**config.mk**
```make
export PLATFORM = sky130hd
export DESIGN_NAME = online_log_sum_exp_accumulator_unit
export DESIGN_NICKNAME = d
export VERILOG_FILES = /design/src/rtl/core/olse_pkg.sv /design/src/rtl/core/olse_ctrl.sv /design/src/rtl/core/olse_dp.sv /design/src/rtl/core/online_log_sum_exp_accumulator_unit.sv
export SDC_FILE = /design/constraint.sdc
export NUM_CORES = 2
export LEC_CHECK = 0
export BUFFER_PORTS_ARGS = -buffer_cell sky130_fd_sc_hd__buf_4
export CAP_MARGIN = 30
export CELL_PAD_IN_SITES_DETAIL_PLACEMENT = 0
export CELL_PAD_IN_SITES_GLOBAL_PLACEMENT = 1
export CORE_AREA = 2 2 371 410
export DETAILED_ROUTE_END_ITERATION = 7
export DIE_AREA = 0 0 373 412
export MAX_ROUTING_LAYER = met4
export PLACE_DENSITY_LB_ADDON = 0.1
export SYNTH_ARGS = -nofsm -noshare
export SYNTH_HDL_FRONTEND = slang
export SYNTH_SLANG_ARGS = --single-unit
```
**constraint.sdc**
```tcl
create_clock -name clk -period 19.3 [get_ports clk]
set_clock_uncertainty 0.1 [all_clocks]
set_input_delay 1.93 -clock clk [delete_from_list [all_inputs] [get_ports clk]]
set_output_delay 1.93 -clock clk [all_outputs]
set_load 0.01 [all_outputs]
```
**src/rtl/core/olse_pkg.sv**
```systemverilog
// Shared types, constants and the exponent coefficient table for the
// streaming log-sum-exp accumulator. No dependencies.
package olse_pkg;

  localparam int COUNT_BITS = 20;
  localparam int FRAC_BITS  = 24;
  localparam int LOG2_BITS  = 24;
  localparam int EXP_STEPS  = 21;

  localparam int SUM_W  = COUNT_BITS + FRAC_BITS;
  localparam int NORM_W = (SUM_W < 32) ? 32 : SUM_W;
  localparam int P_W    = $clog2(NORM_W);
  localparam int HI_W   = (SUM_W > 32) ? SUM_W - 32 : 1;
  localparam int E_W    = FRAC_BITS + 1;
  localparam int K_W    = $clog2(LOG2_BITS);
  localparam int MUL_W  = 33;

  localparam logic [31:0] LN2_Q32 = 32'hB17217F8;

  localparam int DATA_IN_W  = 32;
  localparam int DATA_OUT_W = 120;

  // Command codes carried on in_tuser.
  localparam logic CMD_ADD   = 1'b0;
  localparam logic CMD_CLEAR = 1'b1;

  typedef enum logic [3:0] {
    OP_NONE, OP_LOAD, OP_DECIDE, OP_EXP_INIT, OP_EXP_STEP, OP_EXP_DONE,
    OP_SCL_LO, OP_SCL_HI, OP_UPDATE, OP_LN_INIT, OP_LN_NORM, OP_LN_SQR,
    OP_LN_MUL, OP_LN_DONE, OP_FINAL
  } dp_op_t;

  typedef enum logic [3:0] {
    ST_IDLE, ST_DECIDE, ST_EXP_INIT, ST_EXP_RUN, ST_EXP_DONE, ST_SCL_LO,
    ST_SCL_HI, ST_UPDATE, ST_LN_INIT, ST_LN_NORM, ST_LN_SQR, ST_LN_MUL,
    ST_LN_DONE, ST_OUT
  } ctrl_state_t;

  typedef struct packed {
    logic go_add;
    logic grow;
    logic sel;
    logic exp_last;
    logic norm_done;
    logic sqr_last;
    logic ln_skip;
    logic out_free;
  } dp_status_t;

  // round(2^32 * exp(-2^(k-16))) for each bit k of a Q16.16 argument.
  function automatic logic [31:0] exp_coef(input logic [K_W-1:0] k);
    logic [31:0] c;
    case (k)
      5'd0:    c = 32'd4294901760;
      5'd1:    c = 32'd4294836226;
      5'd2:    c = 32'd4294705160;
      5'd3:    c = 32'd4294443040;
      5'd4:    c = 32'd4293918848;
      5'd5:    c = 32'd4292870656;
      5'd6:    c = 32'd4290775039;
      5'd7:    c = 32'd4286586875;
      5'd8:    c = 32'd4278222805;
      5'd9:    c = 32'd4261543595;
      5'd10:   c = 32'd4228380000;
      5'd11:   c = 32'd4162825044;
      5'd12:   c = 32'd4034748382;
      5'd13:   c = 32'd3790295335;
      5'd14:   c = 32'd3344923893;
      5'd15:   c = 32'd2605029347;
      5'd16:   c = 32'd1580030169;
      5'd17:   c = 32'd581260615;
      5'd18:   c = 32'd78665070;
      5'd19:   c = 32'd1440801;
      5'd20:   c = 32'd483;
      default: c = 32'd0;
    endcase
    return c;
  endfunction

endpackage

```
**src/rtl/core/olse_ctrl.sv**
```systemverilog
// Sequencer for the log-sum-exp accumulator: walks each transaction through
// exponent, rescale, update and log phases it needs. Depends on olse_pkg.
module olse_ctrl (
  input  logic                clk,
  input  logic                rst_n,
  input  logic                in_tvalid,
  output logic                in_tready,
  input  olse_pkg::dp_status_t status,
  output olse_pkg::dp_op_t     op
);
  import olse_pkg::*;

  ctrl_state_t state_r, state_nxt;

  always_ff @(posedge clk) begin
    if (!rst_n) begin
      state_r <= ST_IDLE;
    end else begin
      state_r <= state_nxt;
    end
  end

  always_comb begin
    state_nxt = state_r;
    unique case (state_r)
      ST_IDLE:     if (in_tvalid) state_nxt = ST_DECIDE;
      ST_DECIDE:   state_nxt = status.go_add ? ST_EXP_INIT : ST_LN_INIT;
      ST_EXP_INIT: state_nxt = ST_EXP_RUN;
      ST_EXP_RUN:  if (status.exp_last) state_nxt = ST_EXP_DONE;
      ST_EXP_DONE: begin
        if (!status.sel) state_nxt = ST_EXP_INIT;
        else state_nxt = status.grow ? ST_SCL_LO : ST_UPDATE;
      end
      ST_SCL_LO:   state_nxt = ST_SCL_HI;
      ST_SCL_HI:   state_nxt = status.sel ? ST_UPDATE : ST_SCL_LO;
      ST_UPDATE:   state_nxt = ST_LN_INIT;
      ST_LN_INIT:  state_nxt = status.ln_skip ? ST_LN_DONE : ST_LN_NORM;
      ST_LN_NORM:  if (status.norm_done) state_nxt = ST_LN_SQR;
      ST_LN_SQR:   if (status.sqr_last) state_nxt = ST_LN_MUL;
      ST_LN_MUL:   state_nxt = ST_LN_DONE;
      ST_LN_DONE:  state_nxt = status.sel ? ST_OUT : ST_LN_INIT;
      ST_OUT:      if (status.out_free) state_nxt = ST_IDLE;
      default:     state_nxt = ST_IDLE;
    endcase
  end

  always_comb begin
    in_tready = 1'b0;
    op        = OP_NONE;
    unique case (state_r)
      ST_IDLE: begin
        in_tready = 1'b1;
        if (in_tvalid) op = OP_LOAD;
      end
      ST_DECIDE:   op = OP_DECIDE;
      ST_EXP_INIT: op = OP_EXP_INIT;
      ST_EXP_RUN:  op = OP_EXP_STEP;
      ST_EXP_DONE: op = OP_EXP_DONE;
      ST_SCL_LO:   op = OP_SCL_LO;
      ST_SCL_HI:   op = OP_SCL_HI;
      ST_UPDATE:   op = OP_UPDATE;
      ST_LN_INIT:  op = OP_LN_INIT;
      ST_LN_NORM:  op = OP_LN_NORM;
      ST_LN_SQR:   op = OP_LN_SQR;
      ST_LN_MUL:   op = OP_LN_MUL;
      ST_LN_DONE:  op = OP_LN_DONE;
      ST_OUT:      if (status.out_free) op = OP_FINAL;
      default:     op = OP_NONE;
    endcase
  end

endmodule

```
**src/rtl/core/olse_dp.sv**
```systemverilog
// Datapath of the log-sum-exp accumulator: accumulator state, one shared
// 33x33 multiplier, exponent, scaling and logarithm registers, result register.
// Depends on olse_pkg; driven by olse_ctrl.
module olse_dp (
  input  logic                               clk,
  input  logic                               rst_n,
  input  olse_pkg::dp_op_t                   op,
  input  logic                               in_cmd,
  input  logic [31:0]                        in_value,
  output olse_pkg::dp_status_t               status,
  output logic                               out_tvalid,
  input  logic                               out_tready,
  output logic [olse_pkg::DATA_OUT_W-1:0]    out_tdata
);
  import olse_pkg::*;

  localparam int EXT_W = 32 + HI_W;
  localparam logic [SUM_W-1:0] ONE_FIX = SUM_W'(1) << FRAC_BITS;
  localparam logic [COUNT_BITS-1:0] CNT_MAX = '1;

  // Accumulator state.
  logic [COUNT_BITS-1:0] cnt_r;
  logic signed [31:0]    max_r;
  logic [SUM_W-1:0]      sum_r, sq_r;

  // Per-transaction work registers.
  logic                  cmd_r, grow_r, sel_r, sat_r, ezero_r, neg_r;
  logic signed [31:0]    x_r;
  logic [31:0]           t_r;
  logic [32:0]           ts_r;
  logic [32:0]           acc_r;
  logic [K_W-1:0]        k_r;
  logic [E_W-1:0]        e_s_r, e_q_r;
  logic [32:0]           part_r;
  logic [NORM_W-1:0]     n_r;
  logic [P_W-1:0]        p_r;
  logic [31:0]           m_r;
  logic [LOG2_BITS-1:0]  frac_r;
  logic [63:0]           lnprod_r;
  logic signed [31:0]    ln_s_r, ln_q_r;

  logic                  out_valid_r;
  logic [DATA_OUT_W-1:0] out_data_r;

  logic [MUL_W-1:0]      mul_a, mul_b;
  logic [2*MUL_W-1:0]    prod;

  logic [SUM_W-1:0]      s_sel;
  logic [EXT_W-1:0]      s_ext;
  logic [E_W-1:0]        e_sel;
  logic [SUM_W-1:0]      scaled;
  logic [32:0]           m2;
  logic signed [P_W+1:0] pd;
  logic signed [P_W+LOG2_BITS+1:0] l_val;
  logic [31:0]           l_mag;
  logic [63:0]           rnd;
  logic signed [31:0]    ln_val;
  logic signed [33:0]    ls_sum;
  logic signed [34:0]    lq_sum;
  logic [31:0]           ls_out, lq_out;
  logic                  empty_now;

  function automatic logic [31:0] sat32(input logic signed [34:0] v);
    logic [31:0] r;
    if (v > 35'sd2147483647) r = 32'h7FFF_FFFF;
    else if (v < -35'sd2147483648) r = 32'h8000_0000;
    else r = v[31:0];
    return r;
  endfunction

  assign s_sel = sel_r ? sq_r : sum_r;
  assign s_ext = EXT_W'(s_sel);
  assign e_sel = sel_r ? e_q_r : e_s_r;

  // Shared multiplier operand selection.
  always_comb begin
    mul_a = '0;
    mul_b = '0;
    case (op)
      OP_EXP_STEP: begin
        mul_a = acc_r;
        mul_b = {1'b0, exp_coef(k_r)};
      end
      OP_SCL_LO: begin
        mul_a = MUL_W'(s_ext[31:0]);
        mul_b = MUL_W'(e_sel);
      end
      OP_SCL_HI: begin
        mul_a = MUL_W'(s_ext[EXT_W-1:32]);
        mul_b = MUL_W'(e_sel);
      end
      OP_LN_SQR: begin
        mul_a = {1'b0, m_r};
        mul_b = {1'b0, m_r};
      end
      OP_LN_MUL: begin
        mul_a = {1'b0, l_mag};
        mul_b = {1'b0, LN2_Q32};
      end
      default: begin
        mul_a = '0;
        mul_b = '0;
      end
    endcase
  end

  assign prod   = mul_a * mul_b;
  assign scaled = SUM_W'((prod << (32 - FRAC_BITS)) + 66'(part_r));
  assign m2     = prod[63:31];

  // log2 in Q.LOG2_BITS: the exponent part sits above the fraction bits.
  assign pd     = $signed({2'b00, p_r}) - (P_W + 2)'(FRAC_BITS);
  assign l_val  = $signed({pd, frac_r});
  assign l_mag  = l_val[P_W+LOG2_BITS+1] ? 32'(-l_val) : 32'(l_val);
  assign rnd    = lnprod_r + (64'd1 << 39);
  assign ln_val = neg_r ? -$signed(32'(rnd[63:40])) : $signed(32'(rnd[63:40]));

  assign empty_now = (cnt_r == '0);
  assign ls_sum = 34'(max_r) + 34'(ln_s_r);
  assign lq_sum = (35'(max_r) <<< 1) + 35'(ln_q_r);
  assign ls_out = empty_now ? 32'h8000_0000 : sat32(35'(ls_sum));
  assign lq_out = empty_now ? 32'h8000_0000 : sat32(lq_sum);

  always_comb begin
    status.go_add    = (cmd_r == CMD_ADD) && (cnt_r != '0) && (cnt_r != CNT_MAX);
    status.grow      = grow_r;
    status.sel       = sel_r;
    status.exp_last  = (k_r == K_W'(EXP_STEPS - 1));
    status.norm_done = n_r[NORM_W-1];
    status.sqr_last  = (k_r == K_W'(LOG2_BITS - 1));
    status.ln_skip   = empty_now || (s_sel == '0);
    status.out_free  = !out_valid_r || out_tready;
  end

  always_ff @(posedge clk) begin
    if (!rst_n) begin
      cnt_r       <= '0;
      max_r       <= '0;
      sum_r       <= '0;
      sq_r        <= '0;
      sel_r       <= 1'b0;
      out_valid_r <= 1'b0;
    end else begin
      if (op == OP_FINAL) out_valid_r <= 1'b1;
      else if (out_tready) out_valid_r <= 1'b0;
      case (op)
        OP_LOAD: begin
          cmd_r <= in_cmd;
          x_r   <= $signed(in_value);
        end
        OP_DECIDE: begin
          sel_r  <= 1'b0;
          sat_r  <= (cmd_r == CMD_ADD) && (cnt_r == CNT_MAX);
          grow_r <= (x_r > max_r);
          t_r    <= (x_r > max_r) ? 32'(x_r - max_r) : 32'(max_r - x_r);
          if (cmd_r == CMD_CLEAR) begin
            cnt_r <= '0;
            max_r <= '0;
            sum_r <= '0;
            sq_r  <= '0;
          end else if (cnt_r == '0) begin
            cnt_r <= COUNT_BITS'(1);
            max_r <= x_r;
            sum_r <= ONE_FIX;
            sq_r  <= ONE_FIX;
          end
        end
        OP_EXP_INIT: begin
          acc_r   <= 33'd1 << 32;
          k_r     <= '0;
          ts_r    <= sel_r ? {t_r, 1'b0} : {1'b0, t_r};
          ezero_r <= sel_r ? (t_r[31:20] != '0) : (t_r[31:21] != '0);
        end
        OP_EXP_STEP: begin
          if (ts_r[0]) acc_r <= prod[64:32];
          ts_r <= ts_r >> 1;
          k_r  <= k_r + K_W'(1);
        end
        OP_EXP_DONE: begin
          if (sel_r) e_q_r <= ezero_r ? '0 : acc_r[32 -: E_W];
          else e_s_r <= ezero_r ? '0 : acc_r[32 -: E_W];
          sel_r <= !sel_r;
        end
        OP_SCL_LO: begin
          part_r <= prod[FRAC_BITS +: 33];
        end
        OP_SCL_HI: begin
          if (sel_r) sq_r <= scaled;
          else sum_r <= scaled;
          sel_r <= !sel_r;
        end
        OP_UPDATE: begin
          // A new maximum contributes exactly 1.0 after the rescale.
          sum_r <= sum_r + (grow_r ? ONE_FIX : SUM_W'(e_s_r));
          sq_r  <= sq_r + (grow_r ? ONE_FIX : SUM_W'(e_q_r));
          if (grow_r) max_r <= x_r;
          cnt_r <= cnt_r + COUNT_BITS'(1);
        end
        OP_LN_INIT: begin
          n_r      <= NORM_W'(s_sel);
          p_r      <= P_W'(NORM_W - 1);
          frac_r   <= '0;
          lnprod_r <= '0;
          neg_r    <= 1'b0;
        end
        OP_LN_NORM: begin
          if (n_r[NORM_W-1]) begin
            m_r <= n_r[NORM_W-1 -: 32];
            k_r <= '0;
          end else begin
            n_r <= n_r << 1;
            p_r <= p_r - P_W'(1);
          end
        end
        OP_LN_SQR: begin
          frac_r <= {frac_r[LOG2_BITS-2:0], m2[32]};
          m_r    <= m2[32] ? m2[32:1] : m2[31:0];
          k_r    <= k_r + K_W'(1);
        end
        OP_LN_MUL: begin
          lnprod_r <= prod[63:0];
          neg_r    <= l_val[P_W+LOG2_BITS+1];
        end
        OP_LN_DONE: begin
          if (sel_r) ln_q_r <= ln_val;
          else ln_s_r <= ln_val;
          sel_r <= !sel_r;
        end
        OP_FINAL: begin
          out_data_r <= {2'b00, sat_r, empty_now, cnt_r, max_r, lq_out, ls_out};
        end
        default: begin
        end
      endcase
    end
  end

  assign out_tvalid = out_valid_r;
  assign out_tdata  = out_data_r;

  a_update_nonempty: assert property (@(posedge clk) disable iff (!rst_n)
    op == OP_UPDATE |=> cnt_r != '0)
    else $error("count is zero after an add");

  a_mantissa_norm: assert property (@(posedge clk) disable iff (!rst_n)
    op == OP_LN_SQR |-> m_r[31])
    else $error("log mantissa not normalized");

  a_empty_result: assert property (@(posedge clk) disable iff (!rst_n)
    op == OP_FINAL && empty_now |=> out_data_r[31:0] == 32'h8000_0000)
    else $error("empty accumulator reported a finite log sum");

  a_sel_cleared: assert property (@(posedge clk) disable iff (!rst_n)
    op == OP_FINAL |-> !sel_r)
    else $error("phase select left set at result time");

endmodule

```
**src/rtl/core/online_log_sum_exp_accumulator_unit.sv**
```systemverilog
// Top level of the streaming log-sum-exp accumulator: controller plus datapath.
// A clear, a first add and an ignored add go straight to the logarithms; other adds first run
// two exponent passes, rescale both sums on a new maximum and update them. Each logarithm
// shifts the sum once per leading zero (at most 19) before its squaring steps. One transaction
// at a time: the next is accepted once the controller is back in idle, after the result is
// loaded into the output register. Reset (synchronous, rst_n low) empties the accumulator.
module online_log_sum_exp_accumulator_unit (
  input  logic                            clk,
  input  logic                            rst_n,
  input  logic                            in_tvalid,
  output logic                            in_tready,
  input  logic [olse_pkg::DATA_IN_W-1:0]  in_tdata,   // x_log
  input  logic                            in_tuser,   // command
  output logic                            out_tvalid,
  input  logic                            out_tready,
  // log_sum, log_sum_squares, max_log, count, empty_res, saturated, zero pad
  output logic [olse_pkg::DATA_OUT_W-1:0] out_tdata
);
  import olse_pkg::*;

  dp_status_t status;
  dp_op_t     op;

  olse_ctrl u_ctrl (
    .clk       (clk),
    .rst_n     (rst_n),
    .in_tvalid (in_tvalid),
    .in_tready (in_tready),
    .status    (status),
    .op        (op)
  );

  olse_dp u_dp (
    .clk        (clk),
    .rst_n      (rst_n),
    .op         (op),
    .in_cmd     (in_tuser),
    .in_value   (in_tdata),
    .status     (status),
    .out_tvalid (out_tvalid),
    .out_tready (out_tready),
    .out_tdata  (out_tdata)
  );

endmodule

```
# == Word level (Yosys, flattened, before mapping) ==
# Memory sizes are Yosys's and may differ from the RTL's. A register that Yosys moved wholly into a read port is not among the register bits.
# Index checks and enable logic that the tools add are counted.
# totals
ff_bits,721
latch_bits,0
ramBits,0
mem_bits_ro,1024
input_bits,37
output_inout_bits,122
n_memories,1
# op_classes
addsub,14
n_mul,1
div,0
magnitude_cmp,5
eq_ne,43
shift,0
muxes,64
n_bitwise,2
reduce_logical,48
# memory_table
name,words,word_bits,read_ports,rd_clocked_by_memory_dff,write_ports,line_no,text
(name not given),32,32,1,1,0,olse_pkg.sv:53,case (k)
# ops
operator,count
32-bit two-way mux,12
44-bit two-way mux,6
44-bit case mux with 3 select lines,2
33-bit case mux with 5 select lines,1
33-bit case mux with 2 select lines,2
32-bit case mux with 2 select lines,2
32-bit case mux with 4 select lines,1
64-bit case mux with 2 select lines,1
4-bit case mux with 14 select lines,2
25-bit two-way mux,4
44-bit adder,2
44-bit case mux with 2 select lines,1
33-bit two-way mux,2
33-bit by 32-bit multiplier with 65-bit output,1
"64-bit by 40-bit adder with 64-bit output, second input constant",1
32-bit subtractor,2
"4-bit equality test, second input constant",13
24-bit case mux with 2 select lines,1
44-bit by 33-bit adder with 44-bit output,1
44-bit logical NOT,1
20-bit two-way mux,2
20-bit case mux with 2 select lines,1
"35-bit by 32-bit > comparator with 1-bit output, second input constant",1
"35-bit by 32-bit < comparator with 1-bit output, second input constant",1
other kinds (45),114

# == Longest topological paths before layout ==
# logic_depth
word_depth,11
ltp_mapped,42
ltp_nobuf,38

# == By module ==
# From an unflattened synthesis, not the netlist that was laid out.
# hier_totals
cells_unflattened,8340
hier_area_um2,76502.1
# by_module_without_submodules
mod,n_inst,cells_each,area_each_um2,seq_area_each_um2
olse_dp,1,8276,76025.4,19578.8
olse_ctrl,1,64,476.7,80.1

# == Least setup slack after synthesis ==
# No wires, ideal clock.
# synth_path
kind,input to register
startpoint,input port rst_n
endpoint,"register u_dp.out_data_r[0], in the netlist u_dp.out_tdata[0], enable pin"
setup_ps,884
arrival_time_ps,13562
setup_slack_ps,4754
cell_stages,4
n_path_buf,2
cell_sequence,inv_1 clkbuf_1 clkbuf_1 nor4_1
# synth_between
elab_chain_cells,1
# synth_rtl
element,line_no,text
"start, declared",online_log_sum_exp_accumulator_unit.sv:9,"input logic rst_n,"
2-bit AND reduction (no line),--,
"end signal, assigned",olse_dp.sv:230,"out_data_r <= {2'b00, sat_r, empty_now, cnt_r, max_r, lq_out, ls_out};"
"end, declared",olse_dp.sv:43,logic [DATA_OUT_W-1:0] out_data_r;
# Every way passes these cells.
# A chain may end at the register's enable or synchronous reset.

# == Worst setup path after layout ==
# layout_path
startpoint,input port out_tready
endpoint,"register u_dp.m_r[11], data pin"
# layout_between
elab_chain_cells,9
# layout_rtl
element,line_no,text
"start, declared",online_log_sum_exp_accumulator_unit.sv:15,"input logic out_tready,"
1-bit logical OR (*),olse_dp.sv:132,status.out_free = !out_valid_r || out_tready;
4-bit two-way mux (*),olse_ctrl.sv:67,ST_OUT: if (status.out_free) op = OP_FINAL;
4-bit case mux with 14 select lines (*),olse_ctrl.sv:50,unique case (state_r)
4-bit by 3-bit equality test with 1-bit output,olse_dp.sv:79,case (op)
2-bit OR reduction (no line),--,
32-bit case mux with 4 select lines,olse_dp.sv:79,
33-bit by 32-bit multiplier with 65-bit output,olse_dp.sv:107,assign prod = mul_a * mul_b;
32-bit two-way mux,olse_dp.sv:217,m_r <= m2[32] ? m2[32:1] : m2[31:0];
32-bit case mux with 2 select lines (*),olse_dp.sv:146,case (op)
"end signal, assigned",olse_dp.sv:208,m_r <= n_r[NORM_W-1 -: 32];
"end signal, assigned",olse_dp.sv:217,
"end, declared",olse_dp.sv:37,logic [31:0] m_r;
# Every way passes the cells marked *; elsewhere a longest branch is shown, timed or not.

==> impl_metrics.toml <==
[worst_setup_path]
crit_arrival_ps = 13450
cp-end-kind = "flip-flop"
crit_fanout = 67
worstSetupStartpointType = "input port"
crit_type = "input port to flip-flop"
slowest_delay_ps = 640
crit_slowest_cell = "buf_4"
cp_common_cell = "fa_1"
required_ps = 19630

[detailed_routing]
drt_wl_total_um = 278400
vias = 61840
via_per_inst = 6.038
drtPass1Iterations = 6
post_drt_wl_per_cell_um = 27.18
detail-route-antenna-nets = 0
drc = 0
drt_iter0_drc = 5907

[logic_synthesis]
synthTopCellsByArea = "fa_1 25%, edfxtp_1 21%, ha_1 8.1%"
synth_compound_area_share_pct = 13.11
ys_seq_elements = 714
syn_inst = 8225
yosysWarningCount = 0
synth_edf_count = 536
ys_types = 116
post-synth-top-area-fraction_pct = 24.61
synthAdderAreaFrac_pct = 32.73
syn_avg_cell_area_um2 = 9.229
ys.flop_type = "edfxtp_1"
async_reset_ff_share_pct = 0
syn_area_um2 = 75910
synth-xor-area-share_pct = 3.666
synth_top_family_by_area = "adder cells"
ys_seq_area_share_pct = 25.90
synthMuxAreaShare_pct = 2.039
synthSimpleGateAreaFrac_pct = 14.97
synth_top_cell_by_area = "fa_1"

[grt]
gr-total-overflow = 0
grt_max_degree = 74
grtUsageTotal_pct = 37.28
grt_pass1_vias = 61890
antenna_found_initial = 4
grt_pass1_wl_um = 411000

[min_path]
hold_class = "flip-flop to flip-flop"

[cells_and_area]
area_growth_syn_to_layout_pct = 8.764
final_core_util_pct = 55.29
nNetsFinal = 9672
num-fill-cells = 13610
drive_gt1_share_pct = 7.940
postLayoutCellArea_um2 = 82560

[timing]
finalSetupTns_ps = 0
hold_viol_final = 0
final_max_slew_viol_count = 0
period_minus_slack_ps = 13130
fmax_mhz = 76.19
finalCritPeriodShare_pct = 68.01
worst_pin_slew_ps = 1193
slew_headroom_pct = 18.21
setup-violations-final = 0
grt_setup_unrepaired = "false"

[clock_network]
ctsResizeCount = 0
clk_path_buf_depth = 3
path_clk_slew_ps = 60
insertion_delay_ps = 740
cts_tree = "yes"
cts_max_level = 3
hold_buffers = 0
cts-root-buf = "clkbuf_16"
cts_buffers = 77
cts_sinks = 714
cts_setup_buffers = 0

[floorplanning]
core_area_um2 = 149300
die_y_um = 412
die_area_um2 = 153700
die_w_um = 373
fp-row-count = 149
ioPinCount = 159
initial_utilization_pct = 50.83

[placement]
place_area_um2 = 79710
dp_hpwl_um = 214600
io_buffers = 156
gp_congestion = 0.9820

[run]
drv_cap = 0

[status]
status = "finished, final reports clean"

[power_and_ir_drop]
pwr_density_cell_nw_per_um2 = 74.01
leakage_nw = 34.58
irDropWorstVdd_mv = 0.08315
[kinds of logic (layout without fill, tap and decap cells)]
group / Yosys count / after routing
simple gates: 2542 / 2542
compound gates: 1573 / 1573
fa+ha+maj: 1426 / 1426
buf+inv: 1500 / 1549
flops: 714 / 714
xor+xnor: 316 / 316
mux: 153 / 153
other cells: 1 / 6
[placed cells by master, fill, tap and decap left out, types with 25 or more instances in the layout]
cell type | synthesis | final
xor2_1 | 121 | 121
buf_4 | 7 | 332
o21bai_1 | 51 | 51
nand4_1 | 63 | 63
o21a_1 | 57 | 57
ha_1 | 492 | 492
nor4_1 | 28 | 27
nor3_1 | 77 | 72
a21boi_0 | 26 | 25
and2_1 | 111 | 111
a221oi_1 | 32 | 32
mux2i_1 | 140 | 140
a21oi_1 | 489 | 488
nand2_1 | 980 | 980
nand3_1 | 121 | 118
nand3b_1 | 44 | 44
nor2_1 | 806 | 799
inv_1 | 1066 | 1065
edfxtp_1 | 536 | 536
nor2b_1 | 123 | 122
and3_1 | 52 | 50
a22oi_1 | 27 | 26
a21o_1 | 139 | 138
xnor2_1 | 193 | 193
dfxtp_1 | 178 | 177
clkbuf_16 | 0 | 77
a31oi_1 | 67 | 67
nand2b_1 | 60 | 60
o21ai_0 | 386 | 380
fa_1 | 933 | 933
[metrics by stage]
step	instances	setup WS (ps)	power [W]	hold slack, ps
3_3_place_gp	10080	5762	0.004426	305.3
6_report	10240	6175	0.006110	325.2
3_5_place_dp	10090	5634	0.004436	316.4
5_1_grt	10240	5761	0.006349	346.7
2_1_floorplan	8226	4754	0.003486	300.3
4_1_cts	10240	6381	0.006067	331.3
[registers in the layout, indices dropped and copies added, names as in the netlist, 6 cells and up, named ones only]
name,count
u_dp.ts_r,33
u_dp.acc_r,33
u_dp.ln_s_r,32
u_dp.lnprod_r,25
u_dp.sum_r,44
u_dp.ln_q_r,32
u_dp.e_s_r,25
u_dp.e_q_r,25
u_dp.out_tdata,118
u_dp.part_r,33
u_dp.sq_r,44
u_dp.t_r,32
u_dp.frac_r,24
u_dp.x_r,32
u_dp.m_r,32
u_dp.cnt_r,20
u_dp.p_r,6
u_dp.n_r,44
u_dp.max_r,32
[per-layer routing]
metal	vias to the layer above	track usage, %	routed length, um
met5	-	-	0
met4	0	20.48	18620
met3	695	4.345	19360
met2	2731	59.83	130900
met1	31210	46.27	109500
li1	27210	-	-
[layout make-up]
| type | count | area, um^2 | share of cell area (%) |
|---|---|---|---|
| Clock inverter | 52 | 750.7 | 0.9093 |
| Inverter | 1069 | 4014 | 4.862 |
| Clock buffer | 92 | 2043 | 2.475 |
| Multi-Input combinational cell | 6012 | 51060 | 61.84 |
| Sequential cell | 714 | 19660 | 23.82 |
| Timing Repair Buffer | 336 | 2565 | 3.107 |
| Antenna cell | 4 | 10.01 | 0.01212 |
| Tap cell | 1963 | 2456 | 2.975 |
[Yosys cell counts, drive strengths merged, types with 9 or more instances]
cell type     n
inv        1068
nand2       980
fa          933
nor2        807
edfxtp      536
ha          492
a21oi       491
o21ai       423
clkbuf      366
xnor2       194
dfxtp       178
a21o        142
mux2i       140
nor2b       123
nand3       122
xor2        122
and2        112
nor3         79
a31oi        67
nand4        63
buf          62
nand2b       60
o21a         57
and3         53
o21bai       51
nand3b       44
o221ai       36
a21boi       32
a221oi       32
nor4         32
a22oi        27
o211ai       26
o221a        24
or3          24
o31ai        23
o22ai        18
a211oi       17
or2          16
mux2         13
a221o        12
o21ba        10
a2111oi       9
[worst max-delay path, delay by kind of cell]
kind	cells	cell delay, ps
xor+xnor	1	140
buf+inv	7	2170
simple gates	5	1130
compound gates	11	3260
fa+ha+maj	9	4410
mux	1	270
[final timing paths]
check	end	depth (start not counted)	from	slack [ps]
worst max register to register	u_dp.sq_r[43]	37	u_dp.sel_r	6270
worst min-delay path	u_dp.out_tdata[117]	0	u_dp.sat_r	330
worst max-delay path	u_dp.m_r[11]	34	out_tready	6170
worst min register to register	u_dp.out_tdata[117]	0	u_dp.sat_r	330
[report_power, final]
part | leakage [nW] | total [W] | internal [W] | switching (W)
Combinational | 26.8 | 0.00238 | 0.000699 | 0.00169
Clock | 1.34 | 0.00163 | 0.000935 | 0.000692
Sequential | 6.46 | 0.00210 | 0.00190 | 0.000204
(Power assumes the default switching activity.)
